===== config.mk =====
export PLATFORM = sky130hd
export DESIGN_NAME = cir_ctrl
export DESIGN_NICKNAME = d
export VERILOG_FILES = /design/src/rtl/core/connection_innovation_registry_unit_assert.svh /design/src/rtl/core/cir_pkg.sv /design/src/rtl/core/cir_ctrl.sv
export SDC_FILE = /design/constraint.sdc
export NUM_CORES = 1
export LEC_CHECK = 0
export BUFFER_PORTS_ARGS = -buffer_cell sky130_fd_sc_hd__clkbuf_2
export CAP_MARGIN = 20
export CORE_AREA = 4 4 41 43
export CTS_CLUSTER_DIAMETER = 50
export DETAILED_ROUTE_END_ITERATION = 10
export DIE_AREA = 0 0 45 47
export GPL_TIMING_DRIVEN = 0
export HOLD_SLACK_MARGIN = 0.03
export PLACE_DENSITY = 0.62
export SLEW_MARGIN = 30
export SYNTH_ARGS = -nofsm -noshare
export SYNTH_HDL_FRONTEND = slang
export SYNTH_SLANG_ARGS = --single-unit

===== constraint.sdc =====
create_clock -name clk -period 1.59 [get_ports clk]
set_input_delay 0.0795 -clock clk [delete_from_list [all_inputs] [get_ports clk]]
set_output_delay 0.0795 -clock clk [all_outputs]
set_load 0.01 [all_outputs]

===== src/rtl/core/connection_innovation_registry_unit_assert.svh =====
// Assertion macros for the connection innovation registry.
// Used by the top level only; no other dependencies.
`ifndef CONNECTION_INNOVATION_REGISTRY_UNIT_ASSERT_SVH
`define CONNECTION_INNOVATION_REGISTRY_UNIT_ASSERT_SVH
`ifndef SYNTHESIS
// Checks a condition in the same cycle as its trigger.
`define CIR_ASSERT_SAME(lbl, clk_i, rstn_i, ante, cons) \
    lbl: assert property (@(posedge clk_i) disable iff (!rstn_i) (ante) |-> (cons)) \
        else $error("connection innovation registry check failed");
// Checks a condition in the cycle after its trigger.
`define CIR_ASSERT_NEXT(lbl, clk_i, rstn_i, ante, cons) \
    lbl: assert property (@(posedge clk_i) disable iff (!rstn_i) (ante) |=> (cons)) \
        else $error("connection innovation registry check failed");
`else
`define CIR_ASSERT_SAME(lbl, clk_i, rstn_i, ante, cons)
`define CIR_ASSERT_NEXT(lbl, clk_i, rstn_i, ante, cons)
`endif
`endif


===== src/rtl/core/cir_pkg.sv =====
// Shared types and constants for the connection innovation registry.
// No dependencies; imported by the controller, the datapath and the top level.
`timescale 1ns / 1ps

package cir_pkg;

    localparam int DEFAULT_TABLE_DEPTH = 256;
    localparam int DEFAULT_NODE_BITS   = 16;

    localparam int NODE_W      = 16;
    localparam int COUNT_W     = 11;
    localparam int INDEX_W     = 8;
    localparam int STATUS_W    = 2;
    localparam int CFG_INDEX_W = 2;

    // Configuration register indexes.
    localparam logic [CFG_INDEX_W-1:0] REG_INPUT_COUNT  = 2'd0;
    localparam logic [CFG_INDEX_W-1:0] REG_OUTPUT_COUNT = 2'd1;

    // Result status codes.
    localparam logic [STATUS_W-1:0] STATUS_OK         = 2'd0;
    localparam logic [STATUS_W-1:0] STATUS_TARGET_IN  = 2'd1;
    localparam logic [STATUS_W-1:0] STATUS_SOURCE_OUT = 2'd2;
    localparam logic [STATUS_W-1:0] STATUS_FULL       = 2'd3;

    // How a request finished.
    typedef enum logic [2:0] {
        KIND_TARGET,
        KIND_SOURCE,
        KIND_FOUND,
        KIND_APPEND,
        KIND_FULL
    } result_kind_t;

    typedef struct packed {
        logic         capture;
        logic         rd_en;
        logic         idx_inc;
        logic         load_out;
        result_kind_t kind;
    } dp_cmd_t;

    typedef struct packed {
        logic tgt_fail;
        logic src_fail;
        logic cnt_zero;
        logic cnt_full;
        logic match;
        logic last;
    } dp_status_t;

endpackage


===== src/rtl/core/cir_ctrl.sv =====
// Controller of the connection innovation registry: request sequencing,
// table scan and result handshake. Uses cir_pkg.
`timescale 1ns / 1ps

module cir_ctrl
    import cir_pkg::*;
(
    input  logic       clk,
    input  logic       rst_n,
    input  logic       in_valid,
    output logic       in_ready,
    output logic       out_valid,
    input  logic       out_ready,
    input  dp_status_t stat,
    output dp_cmd_t    cmd
);

    localparam logic [2:0] S_IDLE   = 3'd0;
    localparam logic [2:0] S_CHECK  = 3'd1;
    localparam logic [2:0] S_READ   = 3'd2;
    localparam logic [2:0] S_CMP    = 3'd3;
    localparam logic [2:0] S_RESULT = 3'd4;

    logic [2:0]   state_reg;
    logic [2:0]   state_next;
    result_kind_t kind_reg;
    result_kind_t kind_next;
    logic         out_valid_reg;
    logic         out_valid_next;

    always_comb
    begin
        state_next  = state_reg;
        kind_next   = kind_reg;
        in_ready    = 1'b0;
        cmd.capture  = 1'b0;
        cmd.rd_en    = 1'b0;
        cmd.idx_inc  = 1'b0;
        cmd.load_out = 1'b0;
        cmd.kind     = kind_reg;

        unique case (state_reg)
            S_IDLE:
            begin
                in_ready = 1'b1;
                if (in_valid)
                begin
                    cmd.capture = 1'b1;
                    state_next  = S_CHECK;
                end
            end
            S_CHECK:
            begin
                // The target check takes precedence over the source check.
                priority if (stat.tgt_fail)
                begin
                    kind_next  = KIND_TARGET;
                    state_next = S_RESULT;
                end
                else if (stat.src_fail)
                begin
                    kind_next  = KIND_SOURCE;
                    state_next = S_RESULT;
                end
                else if (stat.cnt_zero)
                begin
                    kind_next  = KIND_APPEND;
                    state_next = S_RESULT;
                end
                else
                begin
                    state_next = S_READ;
                end
            end
            S_READ:
            begin
                cmd.rd_en  = 1'b1;
                state_next = S_CMP;
            end
            S_CMP:
            begin
                priority if (stat.match)
                begin
                    kind_next  = KIND_FOUND;
                    state_next = S_RESULT;
                end
                else if (stat.last)
                begin
                    kind_next  = stat.cnt_full ? KIND_FULL : KIND_APPEND;
                    state_next = S_RESULT;
                end
                else
                begin
                    cmd.idx_inc = 1'b1;
                    state_next  = S_READ;
                end
            end
            S_RESULT:
            begin
                // Wait here only while an earlier result is still held back.
                if (!out_valid_reg || out_ready)
                begin
                    cmd.load_out = 1'b1;
                    state_next   = S_IDLE;
                end
            end
            default:
            begin
                state_next = S_IDLE;
            end
        endcase
    end

    always_comb
    begin
        if (cmd.load_out)
        begin
            out_valid_next = 1'b1;
        end
        else if (out_ready)
        begin
            out_valid_next = 1'b0;
        end
        else
        begin
            out_valid_next = out_valid_reg;
        end
    end

    always_ff @(posedge clk or negedge rst_n)
    begin
        if (!rst_n)
        begin
            state_reg     <= S_IDLE;
            kind_reg      <= KIND_TARGET;
            out_valid_reg <= 1'b0;
        end
        else
        begin
            state_reg     <= state_next;
            kind_reg      <= kind_next;
            out_valid_reg <= out_valid_next;
        end
    end

    assign out_valid = out_valid_reg;

endmodule


==> impl_metrics.csv, run 1 <==
group,metric,value,unit
yosys,synth-compound-area-share,15.3,%
critical_path,worst_setup_sp_type,"flop",
yosys,ys_top_cells_by_count,"7 x sky130_fd_sc_hd__dfrtp_1, 4 x sky130_fd_sc_hd__nor2_1, 3 x sky130_fd_sc_hd__nand2_1, 3 x sky130_fd_sc_hd__nor3_1",
yosys,syn_nets,48,
detailed_routing,detailroute.via_count,361,
yosys,synthDominantAreaCellType,"sky130_fd_sc_hd__dfrtp_1",
finish,multi_input_comb_area,191,µm²
critical_path,data_required_time_of_the_critical_path,1.51,ns
yosys,synth_top_family_by_area,"simple AND/OR/NAND/NOR gates",
critical_path,critPathArrivalTime,1.27,ns
global_routing,grt_pass1_wl,1590,µm
die,io-pin-count,19,
sta,final_setup_violating_endpoints,0,
placed_design,dp.final_hpwl,666,µm
sta,fin_crit,1.35,ns
yosys,total_standard_cell_area_after_synthesis,385,µm²
yosys,synthDominantCellAreaShare,45.5,%
yosys,synth_top_cells_by_area,"sky130_fd_sc_hd__dfrtp_1 45%, sky130_fd_sc_hd__nor4_4 5.5%, sky130_fd_sc_hd__nor3_1 3.9%",
finish,ff_latch_area,175,µm²
placed_design,post-place-ws,0.314,ns
yosys,synth_enable_flop_cells,0,
placed_design,port_buffers,18,
yosys,synthArstFlopShare,100,%
yosys,post_synth_mux_area_share,0,%
finish,antenna_cells_inserted,0,
yosys,synthMostInstantiatedCell,"sky130_fd_sc_hd__dfrtp_1",
finish,post-route-util,40.8,%
die,core_area,1300,µm²
min_path,min_path_type,"in2reg",
yosys,ys_seq_area_share,45.5,%
finish,final_net_count,72,
sta,worst_clock_skew,0.00327,ns
detailed_routing,ant_nets,0,
job,max-cap-violations,0,
global_routing,grt_pass1_vias,393,
yosys,synth-simple-area-share,34.4,%
yosys,synth_xor_area_share,0,%
clocking,clock-sinks,7,
critical_path,path_class,"reg2out",
yosys,syn_inst,38,
detailed_routing,finalWirelength,833,µm
sta,worst_hold_slack,0.0870,ns
min_path,hold_path_startpoint,"in_valid",
die,die_width,45,µm
outcome,outcome,"completed",
clocking,cts_resized,0,
sta,setup_total_negative_slack,0,ns
finish,layout-area-overhead-vs-synth,37.7,%
sta,max_slew.worst_pin.slew,0.277,ns
global_routing,met3_track_usage_gr,3.07,%
pwr,finalPower,889,µW
critical_path,slowest_delay,0.35,ns
detailed_routing,detail_route.iter0.violations,9,
sta,slew_violations,0,
detailed_routing,remaining_drc_errors,0,
die,design.die.area,2120,µm²
sta,timing.slew.headroom,81.4,%
critical_path,critical_path.endpoint_type,"output pin",
die,rows,13,
finish,drive_above_1_share,44.3,%
clocking,cts-root-buf,"sky130_fd_sc_hd__clkbuf_4",
yosys,synth.ff_latch_count,7,
detailed_routing,detail_route.wl_per_cell,11.0,µm
sta,rsz_0062_raised_after_global_routing,"false",
placed_design,gp_congestion,0.702,
sta,timing_hold_violations_final,0,
global_routing,grt_start_max_net_pins,11,
global_routing,grt_use_met2,18.1,%
yosys,postSynthAreaPerCell,10.1,µm²
sta,finalCritPeriodShare,85.1,%
sta,worst_slack,0.238,ns
finish,filler_cell_count,142,
critical_path,reg2reg_from,"state_reg[1]$_DFFE_PN0P_",
die,initial_core_util,29.6,%
clocking,tritoncts.num_buffers,3,
yosys,post_synth_top_flop,"sky130_fd_sc_hd__dfrtp_1",
pwr,power.density,1670,nW/µm²
yosys,post_synth_fa_ha_maj_area_fraction,0,%
pwr,ir_worst_vdd,0.000581,V
sta,max_clock_freq,739,MHz
critical_path,crit_start,"state_reg[1]$_DFFE_PN0P_",
critical_path,crit_path_max_fanout,10,
yosys,post_synth_num_cell_types,20,
global_routing,grt.met1_usage,11.7,%
clocking,clk_latency,0.25,ns
global_routing,grtUsageTotal,10.7,%
die,die_h,47,µm
detailed_routing,drt-vias-per-instance,4.75,
global_routing,grt-ovfl-total,0,
global_routing,antenna_found_initial,0,
pwr,power_leakage,0.000257,µW
clocking,clock_tree.buffer_depth,2,
clocking,tritoncts,"yes",
critical_path,timing.critical_path.cells,"buf_4, nor3_1, and2_1, clkbuf_2",
detailed_routing,number_of_optimization_iterations_in_the_first_detailed_route_pass,4,
critical_path,crit_path_top_delay_cell,"sky130_fd_sc_hd__dfrtp_1",
yosys,synth-warning-count,0,
clocking,cts_htree_levels,1,
global_routing,globalRoute.busiestLayer,"met2",
clocking,cts.reportedPaths.clkPinSlew,0.05,ns
## layout make-up
class / count / area share (%)
Buffer: 2 / 2.83
Clock buffer: 4 / 4.95
Inverter: 1 / 0.708
Multi-Input combinational cell: 28 / 36.1
Sequential cell: 7 / 33.0
Tap cell: 15 / 3.54
Timing Repair Buffer: 19 / 18.9
## timing repair
item,CTS,global route
buffers inserted,0,0
hold buffers,1,0
endpoints found under the hold margin,7,0
## kinds of logic after synthesis
| group | after synthesis |
|---|---|
| DFF | 7 |
| AOI/OAI and AO/OA | 8 |
| and+or+nand+nor | 20 |
| buffers and inverters | 3 |
## stage by stage
stage	instance area (µm²)	std cells
2_1_floorplan	385	38
5_1_grt	531	76
6_report	531	76
4_1_cts	531	76
3_3_place_gp	494	71
3_5_place_dp	494	71
## power by group
part / leakage, µW / switching (µW) / internal [µW]
registers: 0.0000891 / 68.3 / 250
clock network: 0.0000150 / 62.6 / 95.6
logic: 0.000153 / 204 / 208
total: 0.000257 / 334 / 554
## metal layers
metal,up-vias,share of wire (%)
li1,183,-
met1,163,44
met2,13,47
met3,2,8.0
met4,0,0.60
met5,-,0
## path summary, 6_finish.rpt
path,endpoint,slack (ns),cells past startpoint
min,state_reg[0]$_DFFE_PN0P_,0.09,3
max reg2reg,kind_reg[1]$_DFFE_PN0P_,0.30,4
min in group asynchronous,kind_reg[0]$_DFFE_PN0P_,0.20,2
min reg2reg,kind_reg[0]$_DFFE_PN0P_,0.50,1
max in group asynchronous,out_valid$_DFFE_PN0P_,1.22,2
max,cmd[6],0.24,4
## layout by cell type, fill, tap and decap left out, drive strengths merged
cell type,instances
inv,1
dfrtp,7
and3,1
buf,2
nor3b,2
a21oi,1
and2,1
nor3,4
clkbuf,22
o221a,1
a22oi,1
o21bai,2
o21ai,2
nand2,3
nand2b,3
nor2,4
dlygate4sd3,1
or3,1
nor4,1
o32a,1
## worst max-delay path, delay by kind of cell, from the launching register on
family        cells  cell delay, ns
simple gates      2            0.39
buf+inv           2            0.28
flops             1            0.35
Note: power is estimated with default switching activity, not from simulation.
==> inputs of run 2 (changes only) <==
--- a/config.mk
+++ b/config.mk
@@ -14,6 +14,7 @@
 export GPL_TIMING_DRIVEN = 0
 export HOLD_SLACK_MARGIN = 0.03
 export PLACE_DENSITY = 0.62
+export REMOVE_ABC_BUFFERS = 1
 export SLEW_MARGIN = 30
 export SYNTH_ARGS = -nofsm -noshare
 export SYNTH_HDL_FRONTEND = slang
==> run 2 against run 1 <==
Effect of this change: clock skew is 0.0015 ns higher; count of clock-buffer cells in the layout unchanged; sequential power rose by 6.9%; largest cell class unchanged; highest routed layer unchanged.
==> impl_metrics.csv, run 2 (synthesis results as in run 1) <==
group,metric,value,unit
sta,slew_violations,0,
clocking,clock_tree.buffer_depth,2,
sta,max_clock_freq,737,MHz
clocking,clk_latency,0.25,ns
outcome,outcome,"completed",
finish,drive_above_1_share,42.4,%
die,core_area,1300,µm²
global_routing,grt_pass1_vias,356,
min_path,min_path_type,"in2reg",
sta,max_slew.worst_pin.slew,0.332,ns
job,max-cap-violations,0,
finish,layout-area-overhead-vs-synth,33.8,%
detailed_routing,routed-wl-met2,421,µm
sta,finalCritPeriodShare,85.3,%
finish,commonest_cells_after_routing_fill_and_taps_aside,"18 x sky130_fd_sc_hd__clkbuf_2, 7 x sky130_fd_sc_hd__dfrtp_1, 4 x sky130_fd_sc_hd__nor2_1",
sta,final_setup_violating_endpoints,0,
clocking,cts_resized,0,
finish,antenna_cells_inserted,0,
die,rows,13,
critical_path,crit_path_max_fanout,10,
sta,rsz_0062_raised_after_global_routing,"false",
critical_path,worstReg2RegEnd,"kind_reg[1]$_DFFE_PN0P_",
critical_path,critical_path.endpoint_type,"output pin",
global_routing,grt_start_max_net_pins,11,
global_routing,grtUsageTotal,10.4,%
finish,ff_latch_area,175,µm²
pwr,switchingPower,336,µW
die,die_width,45,µm
sta,fin_crit,1.36,ns
clocking,tritoncts.num_buffers,3,
detailed_routing,remaining_drc_errors,0,
critical_path,ff2ff_setup_slack,0.28,ns
pwr,swShare,38.7,%
critical_path,reg2reg_from,"state_reg[1]$_DFFE_PN0P_",
die,io-pin-count,19,
pwr,power_leakage,0.000246,µW
finish,multi_input_comb_area,191,µm²
sta,timing_hold_violations_final,0,
clocking,clock-sinks,7,
pwr,power.density,1690,nW/µm²
finish,most_common_library_cell_in_the_layout_ignoring_fill_and_taps,"sky130_fd_sc_hd__clkbuf_2",
finish,filler_cell_count,135,
detailed_routing,highest_layer,"met4",
detailed_routing,drt-vias-per-instance,4.78,
pwr,clock_power_share,18.4,%
die,initial_core_util,29.6,%
finish,final_net_count,70,
critical_path,critPathArrivalTime,1.28,ns
detailed_routing,detail_route.wl_per_cell,11.5,µm
detailed_routing,detail_route.iter0.violations,4,
pwr,seqPwrFrac,39.1,%
clocking,post-cts-setup-buffers,0,
pwr,cell_internal_pwr,533,µW
clocking,cts.reportedPaths.clkPinSlew,0.05,ns
critical_path,data_required_time_of_the_critical_path,1.51,ns
global_routing,grt_pass1_wl,1490,µm
detailed_routing,number_of_optimization_iterations_in_the_first_detailed_route_pass,4,
pwr,ir_worst_vdd,0.000591,V
sta,setup_total_negative_slack,0,ns
sta,timing.slew.headroom,77.8,%
critical_path,worst_setup_sp_type,"flop",
die,die_h,47,µm
clocking,cts_htree_levels,1,
min_path,min_to,"state_reg[0]$_DFFE_PN0P_",
min_path,hold_path_startpoint,"in_valid",
placed_design,port_buffers,18,
critical_path,ff2ff_path_depth,3,
pwr,pwr-share-comb,42.5,%
detailed_routing,met1_length,362,µm
min_path,hold_path_depth,3,
global_routing,antenna_found_initial,0,
detailed_routing,detailroute.wirelength.met3,66,µm
sta,worst_clock_skew,0.00480,ns
pwr,finalPower,869,µW
detailed_routing,ant_nets,0,
clocking,tritoncts,"yes",
placed_design,gp_congestion,0.673,
critical_path,path_class,"reg2out",
finish,post-route-util,39.6,%
clocking,cts-root-buf,"sky130_fd_sc_hd__clkbuf_4",
detailed_routing,finalWirelength,853,µm
detailed_routing,detailroute.via_count,354,
placed_design,dp.final_hpwl,684,µm
die,design.die.area,2120,µm²
global_routing,grt-ovfl-total,0,
-- run 2: cell count changes in the layout (fill, tap and decap cells not counted) --
| cell | before | now |
|---|---|---|
| sky130_fd_sc_hd__buf_4 | 2 | 0 |
-- run 2: through the flow --
step           hold WS [ns]  setup slack (ns)  std cells  cell area [µm²]
2_1_floorplan        -0.216             0.388         36              370
3_3_place_gp        -0.0771             0.269         69              479
3_5_place_dp        -0.0750             0.251         69              479
4_1_cts              0.0576             0.195         74              515
5_1_grt              0.0925             0.120         74              515
6_report             0.0697             0.233         74              515
-- run 2: how the worst max path moves through the flow --
stage                     slack (ns)                      end                startpoint
after floorplan                 0.39  kind_reg[1]$_DFFE_PN0P_  state_reg[1]$_DFFE_PN0P_
after global placement          0.27  kind_reg[1]$_DFFE_PN0P_  state_reg[1]$_DFFE_PN0P_
after detailed placement        0.25  kind_reg[1]$_DFFE_PN0P_  state_reg[1]$_DFFE_PN0P_
after CTS                       0.20                   cmd[6]  state_reg[1]$_DFFE_PN0P_
after global routing            0.12                   cmd[6]  state_reg[1]$_DFFE_PN0P_
final                           0.23                   cmd[6]  state_reg[1]$_DFFE_PN0P_
-- run 2: critical path, stage by stage (launching register included) --
cell and delay [ns]:
sky130_fd_sc_hd__dfrtp_1 0.49, sky130_fd_sc_hd__nor3_1 0.26, sky130_fd_sc_hd__and2_1 0.16, sky130_fd_sc_hd__clkbuf_2 0.12
-- run 2: timing repair --
action,4_1_cts,5_1_grt
hold buffers,1,0
setup endpoints to repair,0,0
hold endpoints to repair,7,0
-- run 2: layout make-up --
class	count	share of cell area, %
clock buffer	4	5.10
inverter	1	0.728
multi-input combinational	28	37.1
sequential	7	34.0
tap	15	3.64
timing repair buffer	19	19.4
-- run 2: metal layers --
layer  GRT usage [%]  vias up
met4            10.5        0
met2            16.4       11
li1                -      180
met3            2.30        2
met1            11.4      161
met5               0        -
-- run 2: power by group through the flow --
| stage | clock, µW | combinational (µW) | sequential, µW |
|---|---|---|---|
| 6_report | 160 | 369 | 340 |
| 3_5_place_dp | 0 | 373 | 345 |
| 3_3_place_gp | 0 | 368 | 341 |
| 2_1_floorplan | 0 | 218 | 344 |
| 4_1_cts | 174 | 377 | 342 |
| 5_1_grt | 191 | 407 | 354 |
==> inputs of run 3 (changes only) <==
--- a/config.mk
+++ b/config.mk
@@ -8,6 +8,7 @@
 export BUFFER_PORTS_ARGS = -buffer_cell sky130_fd_sc_hd__clkbuf_2
 export CAP_MARGIN = 20
 export CORE_AREA = 4 4 41 43
+export CTS_BUF_LIST = sky130_fd_sc_hd__clkbuf_2
 export CTS_CLUSTER_DIAMETER = 50
 export DETAILED_ROUTE_END_ITERATION = 10
 export DIE_AREA = 0 0 45 47
==> run 3 against run 2 <==
Effect of this change: hold slack better by 0.013 ns; final area is 1.2% lower; register-to-register slack hardly changed; non-clock buffer count stayed put; sequential share of layout area is 0.42 points higher; critical path depth stayed put; sequential cell count stayed put; cell count stayed put; largest power group unchanged; sequential power hardly changed; count of clock-buffer cells in the layout stayed put; global-route usage stayed put; core utilization is 0.48 points lower.
==> impl_metrics.csv, run 3 (synthesis results as in run 1) <==
group,metric,value,unit
outcome,outcome,"completed",
finish,antenna_cells_inserted,0,
clocking,tritoncts,"yes",
finish,final_net_count,70,
placed_design,gp_congestion,0.673,
sta,final_setup_violating_endpoints,0,
critical_path,crit_path_max_fanout,10,
critical_path,timing.critical_path.cells,"nor3_1, and2_1, clkbuf_2",
placed_design,port_buffers,18,
sta,finalCritPeriodShare,84.4,%
die,core_area,1300,µm²
detailed_routing,finalWirelength,856,µm
detailed_routing,drt-vias-per-instance,4.80,
global_routing,grtUsageTotal,10.4,%
detailed_routing,detail_route.iter0.violations,4,
pwr,ir_worst_vdd,0.000557,V
global_routing,grt_pass1_wl,1490,µm
global_routing,antenna_found_initial,0,
critical_path,worst_setup_sp_type,"flop",
pwr,power.density,1650,nW/µm²
critical_path,slowest_delay,0.50,ns
clocking,cts_htree_levels,1,
pwr,finalPower,840,µW
critical_path,data_required_time_of_the_critical_path,1.51,ns
global_routing,grt_start_max_net_pins,11,
clocking,cts.reportedPaths.clkPinSlew,0.08,ns
finish,commonest_cells_after_routing_fill_and_taps_aside,"22 x sky130_fd_sc_hd__clkbuf_2, 7 x sky130_fd_sc_hd__dfrtp_1, 4 x sky130_fd_sc_hd__nor2_1",
die,die_h,47,µm
sta,timing_hold_violations_final,0,
die,die_width,45,µm
pwr,power_leakage,0.000248,µW
finish,filler_cell_count,138,
clocking,post-cts-setup-buffers,0,
die,io-pin-count,19,
critical_path,crit_path_top_delay_cell,"sky130_fd_sc_hd__dfrtp_1",
sta,setup_total_negative_slack,0,ns
sta,fin_crit,1.34,ns
sta,max_clock_freq,745,MHz
sta,max_slew.worst_pin.slew,0.332,ns
sta,slew_violations,0,
sta,worst_hold_slack,0.0828,ns
critical_path,critical_path.endpoint_type,"output pin",
finish,post-route-util,39.1,%
die,rows,13,
die,initial_core_util,29.6,%
clocking,cts-root-buf,"sky130_fd_sc_hd__clkbuf_2",
detailed_routing,detail_route.wl_per_cell,11.6,µm
sta,worst_clock_skew,0.00796,ns
detailed_routing,remaining_drc_errors,0,
clocking,clock_tree.buffer_depth,2,
critical_path,path_class,"reg2out",
placed_design,dp.final_hpwl,684,µm
finish,ff_latch_area,175,µm²
die,design.die.area,2120,µm²
detailed_routing,number_of_optimization_iterations_in_the_first_detailed_route_pass,4,
job,max-cap-violations,0,
finish,layout-area-overhead-vs-synth,32.1,%
clocking,clk_latency,0.23,ns
clocking,clock-sinks,7,
finish,most_common_library_cell_in_the_layout_ignoring_fill_and_taps,"sky130_fd_sc_hd__clkbuf_2",
sta,timing.slew.headroom,77.8,%
finish,multi_input_comb_area,191,µm²
finish,drive_above_1_share,44.1,%
critical_path,critPathArrivalTime,1.26,ns
detailed_routing,ant_nets,0,
global_routing,grt_pass1_vias,356,
detailed_routing,detailroute.via_count,355,
global_routing,grt-ovfl-total,0,
clocking,tritoncts.num_buffers,3,
sta,rsz_0062_raised_after_global_routing,"false",
min_path,min_path_type,"in2reg",
## run 3: cell counts in the layout (fill, tap and decap cells not counted)
No cell type changed its count.
## run 3: what timing repair did
| action | in CTS | in global routing |
|---|---|---|
| resized for setup | 0 | 0 |
| hold endpoints to repair | 7 | 0 |
| endpoints found under the setup margin | 0 | 0 |
| hold buffers | 1 | 0 |
## run 3: final cells by class
class	count	area share (%)
multi-input combinational	28	37.6
sequential	7	34.4
timing repair buffer	19	19.7
clock buffer	4	3.93
tap	15	3.69
inverter	1	0.737
## run 3: through the flow
step           std cells  instance area [µm²]  setup WS, ns
6_report              74                  509         0.248
2_1_floorplan         36                  370         0.388
4_1_cts               74                  509         0.198
3_3_place_gp          69                  479         0.269
3_5_place_dp          69                  479         0.251
5_1_grt               74                  509         0.115
## run 3: where the power goes
| group | internal (µW) | switching, µW |
|---|---|---|
| Clock | 66.8 | 65.3 |
| Combinational | 187 | 182 |
| Sequential | 249 | 89.8 |
| Total | 503 | 337 |
## run 3: per-layer routing
layer	global-route usage [%]	share of wire [%]
met2	16.4	49
met1	11.4	43
met5	0	0
met4	10.5	0.47
met3	2.30	7.7
## run 3: final timing paths
path                                          start                        to  depth (start not counted)  slack (ns)
setup / recovery           state_reg[1]$_DFFE_PN0P_                    cmd[6]                          3        0.25
hold / removal                             in_valid  state_reg[0]$_DFFE_PN0P_                          3        0.08
setup reg to reg           state_reg[1]$_DFFE_PN0P_   kind_reg[1]$_DFFE_PN0P_                          3        0.28
hold reg to reg             kind_reg[0]$_DFFE_PN0P_   kind_reg[0]$_DFFE_PN0P_                          1        0.51
max in group asynchronous                     rst_n  state_reg[2]$_DFFE_PN0P_                          2        1.21
min in group asynchronous                     rst_n  state_reg[0]$_DFFE_PN0P_                          2        0.21
## run 3: worst max-delay path, delay by kind of cell (launching register included)
kind,cells,cell delay (ns)
flip-flops,1,0.50
buffers and inverters,1,0.12
AND/OR/NAND/NOR,2,0.42
